--- src/rtl/crc_checked_frame_deframer_assert.svh ---
// assertion macros shared by the deframer modules
`ifndef CRC_CHECKED_FRAME_DEFRAMER_ASSERT_SVH
`define CRC_CHECKED_FRAME_DEFRAMER_ASSERT_SVH

// same-cycle implication, checked out of reset
`define CFD_ASSERT_IMPL(lbl, clk, rst_n, ante, cons) \
    lbl: assert property (@(posedge clk) disable iff (!rst_n) (ante) |-> (cons)) \
        else $error("deframer assertion failed");

// next-cycle implication, checked out of reset
`define CFD_ASSERT_NEXT(lbl, clk, rst_n, ante, cons) \
    lbl: assert property (@(posedge clk) disable iff (!rst_n) (ante) |=> (cons)) \
        else $error("deframer assertion failed");

`endif

--- src/rtl/cfd_pkg.sv ---
// shared types, constants and functions of the crc checked frame deframer
package cfd_pkg;

    // largest frame (payload plus framing overhead) that fits the receive ring
    localparam int RING_BYTES = 256;
    localparam int FRAME_OVERHEAD = 8;

    // framing bytes
    localparam logic [7:0] SYNC_A = 8'hAB;
    localparam logic [7:0] SYNC_B = 8'hCD;
    localparam logic [7:0] FOOT_A = 8'hDC;
    localparam logic [7:0] FOOT_B = 8'hBA;

    // mode select pairs, first byte then second byte
    localparam logic [7:0] MODE_CLR_0 = 8'h14;
    localparam logic [7:0] MODE_CLR_1 = 8'h05;
    localparam logic [7:0] MODE_OBF_0 = 8'h02;
    localparam logic [7:0] MODE_OBF_1 = 8'h69;

    localparam logic [15:0] CRC_POLY = 16'h1021;

    localparam logic [7:0] XOR_KEY [16] = '{
        8'h16, 8'h6C, 8'h14, 8'hE6, 8'h2E, 8'h91, 8'h0D, 8'h40,
        8'h21, 8'h35, 8'hD5, 8'h40, 8'h13, 8'h03, 8'hE9, 8'h80
    };

    // result kinds
    localparam logic KIND_DATA   = 1'b0;
    localparam logic KIND_STATUS = 1'b1;

    // frame status codes
    localparam logic [1:0] ST_OK      = 2'd0;
    localparam logic [1:0] ST_CRC_ERR = 2'd1;
    localparam logic [1:0] ST_FOOT_ERR = 2'd2;
    localparam logic [1:0] ST_TOO_LONG = 2'd3;

    // receive phases
    typedef enum logic [3:0] {
        PH_HUNT    = 4'd0,
        PH_SYNC2   = 4'd1,
        PH_LEN_LO  = 4'd2,
        PH_LEN_HI  = 4'd3,
        PH_PAYLOAD = 4'd4,
        PH_CRC_LO  = 4'd5,
        PH_CRC_HI  = 4'd6,
        PH_FOOT1   = 4'd7,
        PH_FOOT2   = 4'd8
    } t_phase;

    // one result item
    typedef struct packed {
        logic       kind;
        logic [7:0] data_byte;
        logic [1:0] frame_status;
        logic       obfuscated;
        logic       last;
    } t_result;

    // crc16 xmodem, one byte per call
    function automatic logic [15:0] crc_update(input logic [15:0] crc, input logic [7:0] b);
        logic [15:0] c;
        c = crc ^ {b, 8'h00};
        for (int i = 0; i < 8; i++) begin
            if (c[15]) begin
                c = {c[14:0], 1'b0} ^ CRC_POLY;
            end else begin
                c = {c[14:0], 1'b0};
            end
        end
        return c;
    endfunction

    // remove the key when the frame is obfuscated
    function automatic logic [7:0] unmask(input logic [7:0] b, input logic mode,
                                          input logic [3:0] pos);
        return mode ? (b ^ XOR_KEY[pos]) : b;
    endfunction

endpackage

--- src/rtl/cfd_core.sv ---
// frame parser: phase tracking, de-obfuscation, crc and status generation
`include "crc_checked_frame_deframer_assert.svh"

module cfd_core (
    input  logic             i_clk,
    input  logic             i_rst_n,
    input  logic             i_fire,
    input  logic [7:0]       i_byte,
    output logic [1:0]       o_push,
    output cfd_pkg::t_result o_res0,
    output cfd_pkg::t_result o_res1
);

    cfd_pkg::t_phase r_phase, n_phase;
    logic [15:0] r_frame_length, n_frame_length;
    logic [15:0] r_byte_count, n_byte_count;
    logic [15:0] r_running_crc, n_running_crc;
    logic [15:0] r_crc_clear, n_crc_clear;
    logic [7:0]  r_rx_crc_low, n_rx_crc_low;
    logic [7:0]  r_held_byte, n_held_byte;
    logic        r_obf_on, n_obf_on;
    logic        r_frame_mode, n_frame_mode;
    logic        r_crc_mismatch, n_crc_mismatch;
    logic        r_foot1_ok, n_foot1_ok;

    logic [15:0] len_full;
    logic        too_long;
    logic [16:0] count_inc;
    logic        mode_dec;
    logic [7:0]  c0;
    logic [7:0]  c1;
    logic [15:0] crc_base;
    logic [15:0] rx_crc;
    logic        foot_good;

    // shared decode terms
    always_comb begin
        len_full  = {i_byte, r_frame_length[7:0]};
        too_long  = ({2'b00, len_full} + 18'(cfd_pkg::FRAME_OVERHEAD))
                    > 18'(cfd_pkg::RING_BYTES);
        count_inc = {1'b0, r_byte_count} + 17'd1;
        if (r_held_byte == cfd_pkg::MODE_CLR_0 && i_byte == cfd_pkg::MODE_CLR_1) begin
            mode_dec = 1'b0;
        end else if (r_held_byte == cfd_pkg::MODE_OBF_0 && i_byte == cfd_pkg::MODE_OBF_1) begin
            mode_dec = 1'b1;
        end else begin
            mode_dec = r_frame_mode;
        end
        c0        = cfd_pkg::unmask(r_held_byte, mode_dec, 4'd0);
        c1        = cfd_pkg::unmask(i_byte, mode_dec, 4'd1);
        crc_base  = mode_dec ? r_running_crc : r_crc_clear;
        rx_crc    = {cfd_pkg::unmask(i_byte, r_frame_mode, r_frame_length[3:0] + 4'd1),
                     r_rx_crc_low};
        foot_good = r_foot1_ok && (i_byte == cfd_pkg::FOOT_B);
    end

    // next state and results
    always_comb begin
        n_phase        = r_phase;
        n_frame_length = r_frame_length;
        n_byte_count   = r_byte_count;
        n_running_crc  = r_running_crc;
        n_crc_clear    = r_crc_clear;
        n_rx_crc_low   = r_rx_crc_low;
        n_held_byte    = r_held_byte;
        n_obf_on       = r_obf_on;
        n_frame_mode   = r_frame_mode;
        n_crc_mismatch = r_crc_mismatch;
        n_foot1_ok     = r_foot1_ok;
        o_push         = 2'd0;
        o_res0         = '0;
        o_res1         = '0;
        if (i_fire) begin
            case (r_phase)
                cfd_pkg::PH_SYNC2: begin
                    if (i_byte == cfd_pkg::SYNC_B) begin
                        n_phase = cfd_pkg::PH_LEN_LO;
                    end else if (i_byte != cfd_pkg::SYNC_A) begin
                        n_phase = cfd_pkg::PH_HUNT;
                    end
                end
                cfd_pkg::PH_LEN_LO: begin
                    n_frame_length = {8'h00, i_byte};
                    n_phase        = cfd_pkg::PH_LEN_HI;
                end
                cfd_pkg::PH_LEN_HI: begin
                    n_frame_length = len_full;
                    n_frame_mode   = r_obf_on;
                    n_byte_count   = 16'd0;
                    n_running_crc  = 16'd0;
                    n_crc_mismatch = 1'b0;
                    n_foot1_ok     = 1'b0;
                    if (too_long) begin
                        o_push = 2'd1;
                        o_res0 = '{kind: cfd_pkg::KIND_STATUS, data_byte: 8'h00,
                                   frame_status: cfd_pkg::ST_TOO_LONG,
                                   obfuscated: r_obf_on, last: 1'b1};
                        n_phase = cfd_pkg::PH_HUNT;
                    end else if (len_full != 16'd0) begin
                        n_phase = cfd_pkg::PH_PAYLOAD;
                    end else begin
                        n_phase = cfd_pkg::PH_CRC_LO;
                    end
                end
                cfd_pkg::PH_PAYLOAD: begin
                    if (r_byte_count == 16'd0 && r_frame_length >= 16'd2) begin
                        // hold the first byte, precompute its crc for both modes
                        n_held_byte   = i_byte;
                        n_crc_clear   = cfd_pkg::crc_update(16'd0, i_byte);
                        n_running_crc = cfd_pkg::crc_update(16'd0,
                                            i_byte ^ cfd_pkg::XOR_KEY[0]);
                    end else if (r_byte_count == 16'd1) begin
                        n_frame_mode  = mode_dec;
                        n_running_crc = cfd_pkg::crc_update(crc_base, c1);
                        o_push = 2'd2;
                        o_res0 = '{kind: cfd_pkg::KIND_DATA, data_byte: c0,
                                   frame_status: cfd_pkg::ST_OK,
                                   obfuscated: mode_dec, last: 1'b0};
                        o_res1 = '{kind: cfd_pkg::KIND_DATA, data_byte: c1,
                                   frame_status: cfd_pkg::ST_OK,
                                   obfuscated: mode_dec, last: 1'b0};
                    end else begin
                        o_push = 2'd1;
                        o_res0 = '{kind: cfd_pkg::KIND_DATA,
                                   data_byte: cfd_pkg::unmask(i_byte, r_frame_mode,
                                                              r_byte_count[3:0]),
                                   frame_status: cfd_pkg::ST_OK,
                                   obfuscated: r_frame_mode, last: 1'b0};
                        n_running_crc = cfd_pkg::crc_update(r_running_crc, o_res0.data_byte);
                    end
                    n_byte_count = count_inc[15:0];
                    if (count_inc >= {1'b0, r_frame_length}) begin
                        n_phase = cfd_pkg::PH_CRC_LO;
                    end
                end
                cfd_pkg::PH_CRC_LO: begin
                    n_rx_crc_low = cfd_pkg::unmask(i_byte, r_frame_mode, r_frame_length[3:0]);
                    n_phase      = cfd_pkg::PH_CRC_HI;
                end
                cfd_pkg::PH_CRC_HI: begin
                    n_crc_mismatch = (rx_crc != r_running_crc);
                    n_phase        = cfd_pkg::PH_FOOT1;
                end
                cfd_pkg::PH_FOOT1: begin
                    n_foot1_ok = (i_byte == cfd_pkg::FOOT_A);
                    n_phase    = cfd_pkg::PH_FOOT2;
                end
                cfd_pkg::PH_FOOT2: begin
                    if (foot_good) begin
                        n_obf_on = r_frame_mode;
                    end
                    o_push = 2'd1;
                    o_res0 = '{kind: cfd_pkg::KIND_STATUS, data_byte: 8'h00,
                               frame_status: !foot_good ? cfd_pkg::ST_FOOT_ERR :
                                   (r_crc_mismatch ? cfd_pkg::ST_CRC_ERR : cfd_pkg::ST_OK),
                               obfuscated: r_frame_mode, last: 1'b1};
                    n_phase = cfd_pkg::PH_HUNT;
                end
                default: begin
                    n_phase = (i_byte == cfd_pkg::SYNC_A) ? cfd_pkg::PH_SYNC2
                                                          : cfd_pkg::PH_HUNT;
                end
            endcase
        end
    end

    // state registers
    always_ff @(posedge i_clk) begin
        if (!i_rst_n) begin
            r_phase        <= cfd_pkg::PH_HUNT;
            r_frame_length <= 16'd0;
            r_byte_count   <= 16'd0;
            r_running_crc  <= 16'd0;
            r_crc_clear    <= 16'd0;
            r_rx_crc_low   <= 8'd0;
            r_held_byte    <= 8'd0;
            r_obf_on       <= 1'b1;
            r_frame_mode   <= 1'b1;
            r_crc_mismatch <= 1'b0;
            r_foot1_ok     <= 1'b0;
        end else begin
            r_phase        <= n_phase;
            r_frame_length <= n_frame_length;
            r_byte_count   <= n_byte_count;
            r_running_crc  <= n_running_crc;
            r_crc_clear    <= n_crc_clear;
            r_rx_crc_low   <= n_rx_crc_low;
            r_held_byte    <= n_held_byte;
            r_obf_on       <= n_obf_on;
            r_frame_mode   <= n_frame_mode;
            r_crc_mismatch <= n_crc_mismatch;
            r_foot1_ok     <= n_foot1_ok;
        end
    end

    // a pair of results only comes from the second payload byte
    `CFD_ASSERT_IMPL(a_pair_on_second, i_clk, i_rst_n, o_push == 2'd2,
        r_phase == cfd_pkg::PH_PAYLOAD && r_byte_count == 16'd1)
    // every status result returns the parser to the hunt
    `CFD_ASSERT_NEXT(a_status_to_hunt, i_clk, i_rst_n,
        o_push == 2'd1 && o_res0.kind == cfd_pkg::KIND_STATUS, r_phase == cfd_pkg::PH_HUNT)
    // the sticky mode only moves on a frame footer
    `CFD_ASSERT_IMPL(a_sticky_on_footer, i_clk, i_rst_n, !$stable(r_obf_on),
        $past(r_phase) == cfd_pkg::PH_FOOT2 && $past(i_fire))

endmodule

--- src/rtl/cfd_out_fifo.sv ---
// four-entry result queue taking up to two results per cycle while two entries are free
`include "crc_checked_frame_deframer_assert.svh"

module cfd_out_fifo (
    input  logic             i_clk,
    input  logic             i_rst_n,
    input  logic [1:0]       i_push,
    input  cfd_pkg::t_result i_res0,
    input  cfd_pkg::t_result i_res1,
    input  logic             i_pop,
    output logic             o_room,
    output logic             o_valid,
    output cfd_pkg::t_result o_head
);

    cfd_pkg::t_result r_mem [4];
    logic [1:0] r_wr_ptr, n_wr_ptr;
    logic [1:0] r_rd_ptr, n_rd_ptr;
    logic [2:0] r_count, n_count;
    logic       pop_ok;

    assign o_valid = (r_count != 3'd0);
    assign o_room  = (r_count <= 3'd2);
    assign o_head  = r_mem[r_rd_ptr];
    assign pop_ok  = i_pop && o_valid;

    // pointer and fill bookkeeping
    always_comb begin
        n_wr_ptr = r_wr_ptr + i_push;
        n_rd_ptr = r_rd_ptr + {1'b0, pop_ok};
        n_count  = r_count + {1'b0, i_push} - {2'b00, pop_ok};
    end

    always_ff @(posedge i_clk) begin
        if (!i_rst_n) begin
            r_wr_ptr <= 2'd0;
            r_rd_ptr <= 2'd0;
            r_count  <= 3'd0;
        end else begin
            r_wr_ptr <= n_wr_ptr;
            r_rd_ptr <= n_rd_ptr;
            r_count  <= n_count;
        end
    end

    // entry writes
    always_ff @(posedge i_clk) begin
        if (i_push != 2'd0) begin
            r_mem[r_wr_ptr] <= i_res0;
        end
        if (i_push == 2'd2) begin
            r_mem[r_wr_ptr + 2'd1] <= i_res1;
        end
    end

    // pushes only arrive when two entries are free
    `CFD_ASSERT_IMPL(a_no_overflow, i_clk, i_rst_n, i_push != 2'd0, o_room)
    // fill count stays within the queue
    `CFD_ASSERT_IMPL(a_count_range, i_clk, i_rst_n, 1'b1, r_count <= 3'd4)
    // pointers agree with the fill count
    `CFD_ASSERT_IMPL(a_ptr_match, i_clk, i_rst_n, r_count != 3'd4,
        (r_wr_ptr - r_rd_ptr) == r_count[1:0])
    // a result pushed into an empty queue shows next cycle
    `CFD_ASSERT_NEXT(a_push_shows, i_clk, i_rst_n, i_push != 2'd0, o_valid)

endmodule

--- src/rtl/crc_checked_frame_deframer.sv ---
// top level of the crc checked frame deframer
//
// Input channel: one received byte per request on i_rx_byte, taken at a rising
// edge with i_valid high and o_stall low. Output channel: one result per request
// (payload byte or end-of-frame status), taken with o_valid high and i_stall low.
// A byte is held in an input register, parsed once the queue has room, and its
// results go to a four-entry result queue. The first payload byte of a frame of
// two or more bytes is pushed to the queue together with the second. While the
// input does not stall, one byte is taken every cycle; the second payload byte
// of a frame puts two results in the queue, but the sync and length bytes of a
// frame that fits give none, so a queue drained every cycle never holds more
// than two results and the input does not stall then.
// The input stalls while the queue holds more than two results and a byte waits
// in the input register; a stalled output simply holds its head result.
// Reset (synchronous, active low) empties the input register and the queue,
// puts the parser in the sync hunt and turns the sticky obfuscation mode on.
module crc_checked_frame_deframer (
    input  logic       i_clk,
    input  logic       i_rst_n,
    input  logic       i_valid,
    output logic       o_stall,
    input  logic [7:0] i_rx_byte,
    output logic       o_valid,
    input  logic       i_stall,
    output logic       o_kind,
    output logic [7:0] o_data_byte,
    output logic [1:0] o_frame_status,
    output logic       o_obfuscated,
    output logic       o_last
);

    logic             r_in_valid, n_in_valid;
    logic [7:0]       r_in_byte;
    logic             in_fire;
    logic             proc_fire;
    logic             fifo_room;
    logic [1:0]       push;
    cfd_pkg::t_result res0;
    cfd_pkg::t_result res1;
    cfd_pkg::t_result head;

    // input register handshake
    assign proc_fire  = r_in_valid && fifo_room;
    assign o_stall    = r_in_valid && !fifo_room;
    assign in_fire    = i_valid && !o_stall;
    assign n_in_valid = in_fire || (r_in_valid && !proc_fire);

    always_ff @(posedge i_clk) begin
        if (!i_rst_n) begin
            r_in_valid <= 1'b0;
        end else begin
            r_in_valid <= n_in_valid;
        end
    end

    always_ff @(posedge i_clk) begin
        if (in_fire) begin
            r_in_byte <= i_rx_byte;
        end
    end

    // parser
    cfd_core u_core (
        .i_clk   (i_clk),
        .i_rst_n (i_rst_n),
        .i_fire  (proc_fire),
        .i_byte  (r_in_byte),
        .o_push  (push),
        .o_res0  (res0),
        .o_res1  (res1)
    );

    // result queue
    cfd_out_fifo u_out_fifo (
        .i_clk   (i_clk),
        .i_rst_n (i_rst_n),
        .i_push  (push),
        .i_res0  (res0),
        .i_res1  (res1),
        .i_pop   (!i_stall),
        .o_room  (fifo_room),
        .o_valid (o_valid),
        .o_head  (head)
    );

    // output fields
    assign o_kind         = head.kind;
    assign o_data_byte    = head.data_byte;
    assign o_frame_status = head.frame_status;
    assign o_obfuscated   = head.obfuscated;
    assign o_last         = head.last;

endmodule

--- config.mk ---
export PLATFORM = sky130hd
export DESIGN_NAME = crc_checked_frame_deframer
export DESIGN_NICKNAME = d
export VERILOG_FILES = /design/src/rtl/cfd_pkg.sv /design/src/rtl/cfd_core.sv /design/src/rtl/cfd_out_fifo.sv /design/src/rtl/crc_checked_frame_deframer.sv
export VERILOG_INCLUDE_DIRS = /design/src /design/src/rtl
export SDC_FILE = /design/constraint.sdc
export NUM_CORES = 1
export LEC_CHECK = 0
export ABC_AREA = 1
export BUFFER_PORTS_ARGS = -buffer_cell sky130_fd_sc_hd__clkbuf_2
export CAP_MARGIN = 40
export CORE_UTILIZATION = 25
export DETAILED_ROUTE_END_ITERATION = 8
export HOLD_SLACK_MARGIN = 0.15
export PLACE_DENSITY = 0.4
export RECOVER_POWER = 50
export SETUP_SLACK_MARGIN = 0.1
export SYNTH_ARGS = -nofsm -noshare
export SYNTH_HDL_FRONTEND = slang
export SYNTH_SLANG_ARGS = --single-unit
export TNS_END_PERCENT = 10
--- constraint.sdc ---
create_clock -name i_clk -period 2.6 [get_ports i_clk]
set_clock_uncertainty 0.05 [all_clocks]
set_input_delay 0.26 -clock i_clk [delete_from_list [all_inputs] [get_ports i_clk]]
set_output_delay 0.26 -clock i_clk [all_outputs]
set_load 0.05 [all_outputs]
==> Yosys cells after proc, flatten, opt, wreduce, memory -nomap -nowiden <==
Memories as Yosys holds them, arrays and structs flattened. A register that Yosys moved wholly into a read port is not among the register bits.
Index checks and enable logic that the tools add are counted.
{ "totals": {"regBits": 104, "ramBits": 52, "rom_bits": 384, "input_bits": 12, "output_inout_bits": 15, "word_cells": 317, "memories": 4} }
{ "memory_table": {"columns": ["memory", "depth", "width", "rd", "rd_ports_with_merged_regs", "write_ports", "line_no", "text"], "rows": [
  ["(no name shown)", 16, 8, 1, 0, 0, "cfd_pkg.sv:76", "return mode ? (b ^ XOR_KEY[pos]) : b;"],
  ["(no name shown)", 16, 8, 1, 0, 0, "cfd_pkg.sv:76", null],
  ["(no name shown)", 16, 8, 1, 0, 0, "cfd_pkg.sv:76", null],
  ["u_out_fifo.r_mem", 4, 13, 1, 1, 2, "cfd_out_fifo.sv:16", "cfd_pkg::t_result r_mem [4];"]
]} }
{ "classes": {"add_sub_neg": 8, "order_cmp": 7, "eq_ne": 24, "mux": 182, "bitwise_logic": 43, "n_reduce_logical": 32} }
{ "ops": {"columns": ["op", "count"], "rows": [
  ["$mux 16", 101],
  ["$mux 13", 38],
  ["$not 3->3", 33],
  ["$pmux 16 s2", 3],
  ["$mux 8", 9],
  ["$pmux 13 s3", 1],
  ["$eq 8x8->1 const B", 4],
  ["$pmux 4 s8", 1],
  ["$xor 16x16->16", 2],
  ["$mux 12", 2],
  ["$xor 8x8->8", 3],
  ["$gt 18x9->1 const B", 1],
  ["$add 16x1->17 const B", 1],
  ["$add 16x4->17 const B", 1],
  ["$ge 17x16->1", 1],
  ["$eq 16x1->1 const B", 1],
  ["$eq 4x3->1 const B", 4],
  ["$ge 16x2->1 const B", 1],
  ["$logic_not 16->1", 1],
  ["$mux 4", 4],
  ["$ne 16x16->1", 1],
  ["$reduce_bool 16->1", 1],
  ["$ge 5x5->1 const B", 3],
  ["$not 4->5", 3],
  ["other kinds (35)", 76]
]} }

==> Longest topological paths before layout <==
Gate-level depths: netlist of the first run.
{ "logic_depth": {"ltp_word": 54, "mapped_depth": 23, "ltp_nobuf": 21} }

==> Modules after synthesis <==
A second synthesis of the first run with hierarchy kept.
{ "unflattened": {"hier_cells": 1513, "hier_area_um2": 10620.2} }
{ "modules_own_cells": {"columns": ["mod", "n_inst", "cells_each", "area_each_um2", "seq_area_each_um2"], "rows": [
  ["cfd_core", 1, 1184, 7163.1, 1601.5],
  ["cfd_out_fifo", 1, 310, 3153.0, 1701.6],
  ["crc_checked_frame_deframer", 1, 19, 304.0, 260.2]
]} }

==> Worst setup path after synthesis of the first run <==
No wires, ideal clock.
{ "synth_path": {"kind": "register to register", "startpoint": "reg u_core.r_byte_count[2]", "endpoint": "reg u_core.r_phase[0]", "setup_ns": 0.113, "t_arrival_ns": 2.626, "required_ns": 2.437, "path_slack_ns": -0.189, "stages_incl_launch_ff": 23, "n_path_buf": 2, "synth_period_minus_slack_ns": 2.789, "cell_sequence": "dfxtp_1 > buf_2 > buf_6 > nand2_1 > nor2_1 > inv_1 > nor2_1 > inv_1 > nor4_2 > xor2_1 > inv_1 > ha_1 > nand2_1 > nor3_1 > inv_1 > nor3_1 > nand3b_1 > nand2_1 > a31oi_1 > nand2_1 > nand2_1 > nor2_1 > nor2_1"} }
{ "synth_between": {"elab_chain_cells": 4} }
{ "synth_rtl": {"columns": ["element", "line_no", "text"], "rows": [
  ["start, declared", "cfd_core.sv:16", "logic [15:0] r_byte_count, n_byte_count;"],
  ["start signal, assigned", "cfd_core.sv:184", "r_byte_count <= n_byte_count;"],
  ["$add 16x1->17", "cfd_core.sv:41", "count_inc = {1'b0, r_byte_count} + 17'd1;"],
  ["$ge 17x16->1", "cfd_core.sv:132", "if (count_inc >= {1'b0, r_frame_length}) begin"],
  ["$ne 2x1->1 (no source line)", null, null],
  ["$reduce_and 3->1 (no source line)", null, null],
  ["end signal, assigned", "cfd_core.sv:170", "r_phase <= cfd_pkg::PH_HUNT;"],
  ["end signal, assigned", "cfd_core.sv:182", "r_phase <= n_phase;"],
  ["end, declared", "cfd_core.sv:14", "cfd_pkg::t_phase r_phase, n_phase;"]
]} }
No other way between the ends.
A chain may end at the register's enable or synchronous reset.

==> Worst setup path after layout of the first run <==
{ "layout_path": {"startpoint": "reg u_core.r_byte_count[4]", "endpoint": "reg u_core.r_phase[0]"} }
The elaborated chain is that of the path after synthesis.

==> flow_summary.ini, run 1 <==
[synth]
synthDistinctLibCells = 57
synth-xor-area-share = 0.0542
synth.area.mux_share = 0
yosys-top-cells-count = 303 x nand2_1, 174 x inv_1, 131 x nor2_1
ys_seq_elements = 144
synthFlopType = dfxtp_1
synth.area.top_cells = dfxtp_1 20%, edfxtp_1 13%, nand2_1 11%, inv_1 6.5%, nand3_1 5.9%
synth.cell_area_um2 = 9990
synth_top_area_frac = 0.200
syn_area_per_cell_um2 = 6.94
synth-compound-area-share = 0.175
synthCells = 1440
synth_top_family_by_area = simple AND/OR/NAND/NOR gates
ys_seq_area_frac = 0.333
yosysWarnings = 0
synth-adder-area-share = 0.0471
synth_edf_count = 44
syn_nets = 1489
ys_async_sr_fraction = 0
yosysMostFrequentCell = nand2_1
synth_top_area_cell = dfxtp_1
synth-simple-area-share = 0.284

[min_path]
hp-class = input pin to flop
hold_end = u_out_fifo.r_rd_ptr[0]$_SDFF_PN0_
whs_path_depth = 5
hp-start = i_stall

[timing]
rsz0062_at_grt = yes
finalSetupViolCount = 5
fmax_mhz = 378
fin_ws_ns = -0.0420
whs_ns = 0.284
finalMaxSlewViolations = 0
max_slew_margin = 0.521
final_hold_viol_count = 0
min_period_ns = 2.64
worstMarginPinSlew_ns = 0.715
period_share = 1.02

[place]
hpwl_um = 27800
io_buffers = 26
place_area_um2 = 11700
gp_congestion = 0.827

[critical_path]
slowest_stage = dfxtp_2
critical-path-max-stage-delay_ns = 0.35
crit_fanout = 5
cp_num_buf_inv = 3
worstReg2RegEnd = u_core.r_phase[0]$_SDFFE_PN0P_
worst-setup-path-type = flop to flop
crit_top_cell = nand2_1
crit_path_cell_trace = nand4_1, buf_4, nor4_4, xor2_1, inv_1, ha_1, nand2_2, nor3_2, inv_1, nor3_1, nand3b_1, nand2_1, a31oi_2, nand2_2, nand2_4, nand2_1, nand2_1, nor2_1
timing.rr.start = u_core.r_byte_count[4]$_SDFFE_PN0P_
required_ns = 2.94
crit_family = simple AND/OR/NAND/NOR gates
reg2regPathDepth = 18
cp-end-kind = flop
arrival_ns = 2.98
critPathLaunchType = flop
rrSetupSlack_ns = -0.04

[global_route]
grt_pass1_wl_um = 55800
grt_use_total = 0.179
grt_pass1_vias = 9700
grt_max_degree = 37
grt-ovfl-total = 0
antenna_found_initial = 0

[clocking]
cts_tree = yes
insertion_delay_ns = 0.45
cts.htree.levels = 4
clockRootBuffer = clkbuf_16
cts.sinks = 144
clkSlewWorstSetupHoldPaths_ns = 0.07
numCtsBuffers = 17
cts_buffer_depth = 2

[final_layout]
fin_area_um2 = 13000
antenna-diode-count = 0
nets = 1664
area_growth_pct = 30.5
nFillCells = 4234
drive_gt1_frac = 0.223
final_util = 0.334

[floorplan]
die_h_um = 202
pin_count = 27
die_w_um = 202
die_area_um2 = 40800
core_um2 = 39000
start_util = 0.256
rows = 72

[flow_run]
cap_violations = 0

[route]
drt_iter0_drc = 641
drt-total-wl_um = 35700
vias = 10000
dr.pass1.iters = 5
wire_per_inst_um = 16.7
routed_via_density = 4.67
ant_nets = 0
drc_errors = 0

[power_and_ir_drop]
powerDensity_nw_per_um2 = 511
p_leak_nw = 5.70
vdd_drop_max_mv = 0.456

[outcome]
outcome = finished with violations
violations = negative setup slack
-- worst reg2reg max path: cells and delay by family, from the launching register on --
kind            cells  cell delay (ns)
xor+xnor            1             0.17
buf+inv             3             0.32
simple gates       12             1.34
compound gates      1             0.04
fa+ha+maj           1             0.29
flops               1             0.35
-- registers in the layout, summed over array words and instances (netlist names) --
name	flops
u_out_fifo.r_mem	48
u_core.r_byte_count	16
u_core.r_frame_length	16
u_core.r_running_crc	16
r_in_byte	8
u_core.r_crc_clear	8
u_core.r_held_byte	8
u_core.r_rx_crc_low	8
u_core.r_phase	4
u_out_fifo.r_count	3
u_out_fifo.r_rd_ptr	2
u_out_fifo.r_wr_ptr	2
r_in_valid	1
u_core.r_crc_mismatch	1
u_core.r_foot1_ok	1
u_core.r_frame_mode	1
u_core.r_obf_on	1
-- what timing repair did --
action                     4_1_cts  5_1_grt
hold endpoints to repair         9        0
setup endpoints to repair       91      115
gates cloned                     1        1
pin swaps                       20       19
hold buffers                     9        0
resized for setup               56       59
setup buffers                   15        5
-- placed cells by master (no fill, tap or decap), types with 10 or more instances in the layout --
cell	instances
dfxtp_1	92
o21ai_1	18
inv_2	19
clkbuf_1	11
nor3_1	10
o21ai_0	99
o211ai_1	13
xor2_1	42
a21oi_1	84
nand2_2	29
o22ai_1	51
clkbuf_16	17
nand2_1	282
nand4_1	15
ha_1	31
nand3_1	112
inv_1	167
edfxtp_1	44
xnor2_1	13
clkbuf_2	23
buf_4	156
nor2_1	126
-- report_power, final --
| group | internal (mW) | switching [mW] | total [mW] |
|---|---|---|---|
| Sequential | 2.36 | 0.0520 | 2.41 |
| Combinational | 0.457 | 1.29 | 1.75 |
| Clock | 1.45 | 1.06 | 2.50 |
| Total | 4.26 | 2.40 | 6.66 |
-- through the flow --
stage	TNS, ns	setup slack [ns]	std cells	power, mW
finish	-0.0827	-0.0420	2146	6.66
global route	-7.60	-0.241	2146	7.00
CTS	-0.492	-0.0494	2140	6.75
detailed placement	-2.66	-0.288	2083	4.20
global placement	-1.38	-0.212	2083	4.19
floorplan	0	0.0116	1440	3.70
-- logic make-up after synthesis --
logic type	Yosys count
AND/OR/NAND/NOR	635
AO/OA/AOI/OAI	309
buffers and inverters	254
flip-flops	144
XOR/XNOR	61
adder cells (fa/ha/maj)	37
-- worst max path at each step --
stage	start	end	slack [ns]	cells after the start
after floorplan	u_core.r_byte_count[2]$_SDFFE_PN0P_	u_core.r_phase[3]$_SDFFE_PN0P_	0.01	22
final	u_core.r_byte_count[4]$_SDFFE_PN0P_	u_core.r_phase[0]$_SDFFE_PN0P_	-0.04	18
after global routing	u_core.r_byte_count[4]$_SDFFE_PN0P_	u_core.r_phase[0]$_SDFFE_PN0P_	-0.24	18
after global placement	u_core.r_byte_count[1]$_SDFFE_PN0P_	u_core.r_phase[0]$_SDFFE_PN0P_	-0.21	19
after detailed placement	u_core.r_byte_count[1]$_SDFFE_PN0P_	u_core.r_phase[0]$_SDFFE_PN0P_	-0.29	19
after CTS	u_core.r_byte_count[0]$_SDFFE_PN0P_	u_core.r_phase[0]$_SDFFE_PN0P_	-0.05	19
-- layout make-up --
class	instances	area, um2	area share
clock inverter	11	133	0.0102
clock buffer	21	450	0.0346
timing repair buffer	217	1730	0.132
tap	518	648	0.0497
sequential	144	3340	0.256
inverter	193	733	0.0563
multi-input combinational	1042	6000	0.461
-- routing by layer --
metal,share of wire,wire (um),track usage
met1,0.47,16800,0.231
met2,0.47,16800,0.293
met3,0.029,1050,0.0316
met4,0.029,1040,0.0706
met5,0,0,0
(Power assumes the default switching activity.)
==> inputs of run 2 (changes only) <==
BUFFER_PORTS_ARGS = -buffer_cell sky130_fd_sc_hd__buf_2   (was -buffer_cell sky130_fd_sc_hd__clkbuf_2)
CORE_ASPECT_RATIO = 0.6   (was default)
==> run 2 against run 1 <==
Compared with the run above:
- the run still ends with negative setup slack left
- via count grew 4.0%
- critical path depth shrank 5
- worst setup slack lost 0.15 ns
- maximum frequency shrank 5.4%
- register-to-register slack lost 0.15 ns
- clock power grew 4%
- first-iteration DRC count grew 51%
- final area grew 4.4%
- worst hold slack lost 0.077 ns
- sequential share of layout area shrank 1.1 points
- highest routed layer is now met5
==> flow_summary.ini, run 2 (synthesis results as in run 1) <==
[critical_path]
worstReg2RegEnd = u_core.r_running_crc[8]$_SDFFE_PN0P_
arrival_ns = 3.12
critical-path-max-stage-delay_ns = 0.41
crit_path_cell_trace = inv_1, nor2_1, inv_1, nor2_4, inv_1, nor2_4, clkbuf_2, inv_1, nor2_2, nand2_1, o21ai_0, a21oi_2, nor2_1
cp-end-kind = flop
crit_top_cell = inv_1
crit_family = simple AND/OR/NAND/NOR gates
required_ns = 2.93
worst-path-stages = 13
crit_start = u_core.r_phase[2]$_SDFFE_PN0P_
reg2regPathDepth = 13
cp_num_buf_inv = 5
critPathCapture = u_core.r_running_crc[8]$_SDFFE_PN0P_
timing.rr.start = u_core.r_phase[2]$_SDFFE_PN0P_
rrSetupSlack_ns = -0.19
worst-setup-path-type = flop to flop
slowest_stage = dfxtp_1
crit_fanout = 6
critPathLaunchType = flop

[timing]
worstMarginPinSlew_ns = 0.707
max_slew_margin = 0.527
finalMaxSlewViolations = 0
rsz0062_at_grt = yes
fin_setup_tns_ns = -6.11
final_hold_viol_count = 0
fin_ws_ns = -0.192
min_period_ns = 2.79
finalSetupViolCount = 87
period_share = 1.07
fmax_mhz = 358

[route]
drc_errors = 0
drt_iter0_drc = 968
routed_via_density = 4.76
drt-total-wl_um = 38900
vias = 10400
dr.pass1.iters = 5
ant_nets = 0
wire_per_inst_um = 17.8

[global_route]
grt_pass1_wl_um = 58300
grt_use_total = 0.193
grt-ovfl-total = 0
grt_pass1_vias = 9597
antenna_found_initial = 0
grt_max_degree = 37

[final_layout]
top_register = u_out_fifo.r_mem
final_util = 0.347
multi_input_area_um2 = 6170
seqCellArea_um2 = 3340
drive_gt1_frac = 0.270
final_common_cell = nand2_1
largest_reg_flops = 48
finalNonFillerCells = 2191
area_growth_pct = 36.3
fin_area_um2 = 13600
antenna-diode-count = 0
mostFrequentLayoutCells = 259 x nand2_1, 193 x buf_4, 165 x inv_1, 123 x nor2_1, 103 x nand3_1
nets = 1705
nFillCells = 4288

[place]
gp_congestion = 0.868
place_area_um2 = 12100
dp.cells = 2119
io_buffers = 26
hpwl_um = 30600

[clocking]
clkSlewWorstSetupHoldPaths_ns = 0.07
clockRootBuffer = clkbuf_16
cts.sinks = 144
numCtsBuffers = 17
cts_tree = yes
cts.htree.levels = 4
cts_buffer_depth = 2
insertion_delay_ns = 0.47

[power_and_ir_drop]
p_sw_mw = 2.62
intPower_mw = 4.23
sw_frac_of_total = 0.382
clockPowerShare = 0.380
power_frac_comb = 0.268
seq_power_share = 0.352
powerDensity_nw_per_um2 = 503
power.total_mw = 6.85
p_leak_nw = 6.02
vdd_drop_max_mv = 0.562

[floorplan]
pin_count = 27
die_w_um = 260
core_um2 = 39200
die_area_um2 = 40800
die_h_um = 157
rows = 56
start_util = 0.255

[flow_run]
cap_violations = 0

[outcome]
violations = negative setup slack
outcome = finished with violations

[min_path]
hp-class = input pin to flop
## run 2: worst min path at each step
stage                             from                        endpoint  slack (ns)  depth (start not counted)
after floorplan           i_rx_byte[0]          r_in_byte[0]$_DFFE_PP_        0.31                          0
after global placement    i_rx_byte[1]          r_in_byte[1]$_DFFE_PP_        0.39                          1
after detailed placement  i_rx_byte[5]          r_in_byte[5]$_DFFE_PP_        0.39                          1
after CTS                      i_rst_n  u_core.r_phase[2]$_SDFFE_PN0P_        0.21                          3
after global routing           i_rst_n  u_core.r_phase[2]$_SDFFE_PN0P_        0.23                          3
final                          i_rst_n  u_core.r_phase[2]$_SDFFE_PN0P_        0.21                          3
## run 2: per-layer routing
metal	wire length [um]	global-route usage
met1	21700	0.318
met2	13400	0.232
met3	3420	0.0580
met4	340	0.0325
met5	110	0
## run 2: worst reg2reg max path, delay by kind of cell (launching register included)
kind / cells / cell delay [ns]
compound gates: 2 / 0.28
simple gates: 6 / 1.20
flops: 1 / 0.41
buf+inv: 5 / 0.78
## run 2: metrics by stage
step | setup WS [ns] | hold WS, ns
final | -0.192 | 0.206
after global routing | -0.303 | 0.233
after CTS | -0.0777 | 0.208
after detailed placement | -0.262 | 0.388
after global placement | -0.220 | 0.387
after floorplan | 0.0116 | 0.309
## run 2: cell type report
cell class                 instances  area share
multi-input combinational       1042       0.454
timing repair buffer             258       0.153
tap                              522      0.0480
sequential                       144       0.245
inverter                         193      0.0551
clock buffer                      19      0.0349
clock inverter                    13     0.00975
## run 2: power by group through the flow
| stage | sequential, mW | combinational (mW) | clock [mW] |
|---|---|---|---|
| floorplan | 2.44 | 1.26 | 0 |
| global placement | 2.46 | 1.77 | 0 |
| detailed placement | 2.46 | 1.76 | 0 |
| CTS | 2.41 | 1.80 | 2.66 |
| global route | 2.42 | 1.99 | 2.75 |
| finish | 2.41 | 1.83 | 2.60 |
## run 2: what timing repair did
item | CTS | global route
cloned | 0 | 0
hold buffers | 9 | 0
resized for setup | 50 | 131
endpoints found under the hold margin | 9 | 0
pin swaps | 23 | 38
endpoints found under the setup margin | 61 | 102
buffers inserted | 7 | 24
==> inputs of run 3 (changes only) <==
CTS_CLUSTER_DIAMETER = 30   (was default)
RECOVER_POWER = 25   (was 50)
REMOVE_ABC_BUFFERS = 1   (was default)
==> run 3 against run 2 <==
Compared with the run above:
- the flow still finishes with violations (negative setup slack)
- final cell count shrank 1.3%
- flip-flop and latch count stayed put
- routed wire length is 1.4% higher
- first-iteration DRC count fell by 2.5%
- utilization shrank 0.75 points
- maximum frequency increased by 3.1%
- critical path type unchanged
- global-route usage grew 0.34 points
==> flow_summary.ini, run 3 (synthesis results as in run 1) <==
[final_layout]
final_util = 0.339
nFillCells = 4280
drive_gt1_frac = 0.250
area_growth_pct = 33.3
final_common_cell = nand2_1
nets = 1675
top_register = u_out_fifo.r_mem
largest_reg_flops = 48
mostFrequentLayoutCells = 266 x nand2_1, 163 x inv_1, 156 x buf_4, 123 x nor2_1, 108 x nand3_1
finalNonFillerCells = 2162

[place]
io_buffers = 26
gp_congestion = 0.880
dp_slack_ns = -0.398
dp.cells = 2091
hpwl_um = 30500

[power_and_ir_drop]
sw_frac_of_total = 0.389
intPower_mw = 4.11
powerDensity_nw_per_um2 = 505
p_leak_nw = 5.79
p_sw_mw = 2.62
clockPowerShare = 0.366
vdd_drop_max_mv = 0.640
power_frac_comb = 0.277
seq_power_share = 0.356

[outcome]
violations = negative setup slack
outcome = finished with violations

[global_route]
antenna_found_initial = 0
use_met2 = 0.240
busiest_layer = met1
grt_use_total = 0.197
grt-ovfl-total = 0
grtUsageMet1 = 0.321
grt_max_degree = 51
gr-usage-met3 = 0.0577
grt_pass1_vias = 9749
grt_pass1_wl_um = 59400

[timing]
max_slew_margin = 0.471
period_share = 1.04
finalMaxSlewViolations = 0
min_period_ns = 2.71
fin_setup_tns_ns = -0.336
final_hold_viol_count = 0
finalSetupViolCount = 4
worstMarginPinSlew_ns = 0.792
rsz0062_at_grt = yes
fmax_mhz = 369
fin_ws_ns = -0.108

[flow_run]
cap_violations = 0

[critical_path]
arrival_ns = 3.01
required_ns = 2.90
worst-setup-path-type = flop to flop
cp-end-kind = flop
crit_path_cell_trace = ha_4, buf_4, inv_1, ha_1, ha_1, nand4_1, o211ai_1, a21oi_2, o21ai_1, nand2_1, nand2_1, nand2_1, nand2_2, nand2_4, nor2_1, nor2_1
crit_top_cell = nand2_1
critPathLaunchType = flop
cp_num_buf_inv = 2
crit_family = adder cells
critical-path-max-stage-delay_ns = 0.38
slowest_stage = dfxtp_4
crit_fanout = 5

[clocking]
cts_buffer_depth = 2
clockRootBuffer = clkbuf_16
cts.sinks = 144
numCtsBuffers = 17
insertion_delay_ns = 0.46
cts.htree.levels = 4
cts_tree = yes
clkSlewWorstSetupHoldPaths_ns = 0.07

[floorplan]
start_util = 0.255
core_um2 = 39200
pin_count = 27
rows = 56
die_h_um = 157
die_w_um = 260
die_area_um2 = 40800

[route]
drc_errors = 0
wire_per_inst_um = 18.3
routed_via_density = 4.86
dr.pass1.iters = 5
drt-total-wl_um = 39500
ant_nets = 0
drt_iter0_drc = 944
vias = 10500

[min_path]
hp-class = input pin to flop
==> run 3: changes by cell type in the layout (fill, tap and decap cells not counted), moves of 4 or more <==
cell,delta
clkbuf_2,-7
nand3_1,+5
nand2_2,-8
inv_2,+5
buf_12,-4
buf_6,+7
nand3_2,-6
buf_2,+12
buf_4,-37
nand2_1,+7
==> run 3: final timing paths <==
path,start,endpoint,slack (ns),cells past startpoint
worst max-delay path,u_core.r_byte_count[0]$_SDFFE_PN0P_,u_core.r_phase[0]$_SDFFE_PN0P_,-0.11,16
worst min-delay path,i_stall,u_out_fifo.r_rd_ptr[0]$_SDFF_PN0_,0.25,5
worst max register to register,u_core.r_byte_count[0]$_SDFFE_PN0P_,u_core.r_phase[0]$_SDFFE_PN0P_,-0.11,16
worst min register to register,u_core.r_crc_clear[0]$_SDFFE_PN0P_,u_core.r_crc_clear[0]$_SDFFE_PN0P_,0.41,2
==> run 3: repair_timing <==
item / CTS / global route
setup endpoints to repair: 94 / 124
pin swaps: 30 / 31
cloned: 2 / 1
endpoints found under the hold margin: 10 / 0
gates resized for setup: 77 / 100
hold buffers: 11 / 0
buffers inserted: 9 / 15
==> run 3: metal layers <==
| metal | part of all wire | routed length, um |
|---|---|---|
| met2 | 0.35 | 14000 |
| met3 | 0.080 | 3140 |
| met5 | 0 | 0 |
| met1 | 0.56 | 22100 |
| met4 | 0.0071 | 280 |
==> run 3: metrics by stage <==
stage	hold slack, ns	cell area, um2	power [mW]
after floorplan	0.303	9650	3.61
after global placement	0.388	11800	4.23
after detailed placement	0.389	11800	4.23
after CTS	0.240	12900	6.76
after global routing	0.276	13300	7.04
final	0.252	13300	6.72
==> run 3: worst register-to-register path, cell delays in order, from the launching register on <==
cell and delay, ns:
dfxtp_4 0.38, ha_4 0.16, buf_4 0.11, inv_1 0.05, ha_1 0.31, ha_1 0.30
nand4_1 0.13, o211ai_1 0.30, a21oi_2 0.12, o21ai_1 0.16, nand2_1 0.07, nand2_1 0.06
nand2_1 0.06, nand2_2 0.11, nand2_4 0.08, nor2_1 0.11, nor2_1 0.06
==> run 3: power groups by stage <==
stage	Clock, mW	Combinational, mW	Sequential, mW
CTS	2.53	1.83	2.40
finish	2.46	1.86	2.40
global route	2.62	2.01	2.40
detailed placement	0	1.78	2.45
floorplan	0	1.13	2.49
global placement	0	1.78	2.45
==> run 3: area by class of cell <==
cell class	instances	area [um2]	share of cell area
sequential	144	3340	0.251
clock buffer	17	425	0.0320
tap	522	653	0.0491
antenna	1	2.50	0.000188
timing repair buffer	227	1850	0.139
multi-input combinational	1043	6160	0.463
clock inverter	15	144	0.0108
inverter	193	739	0.0555
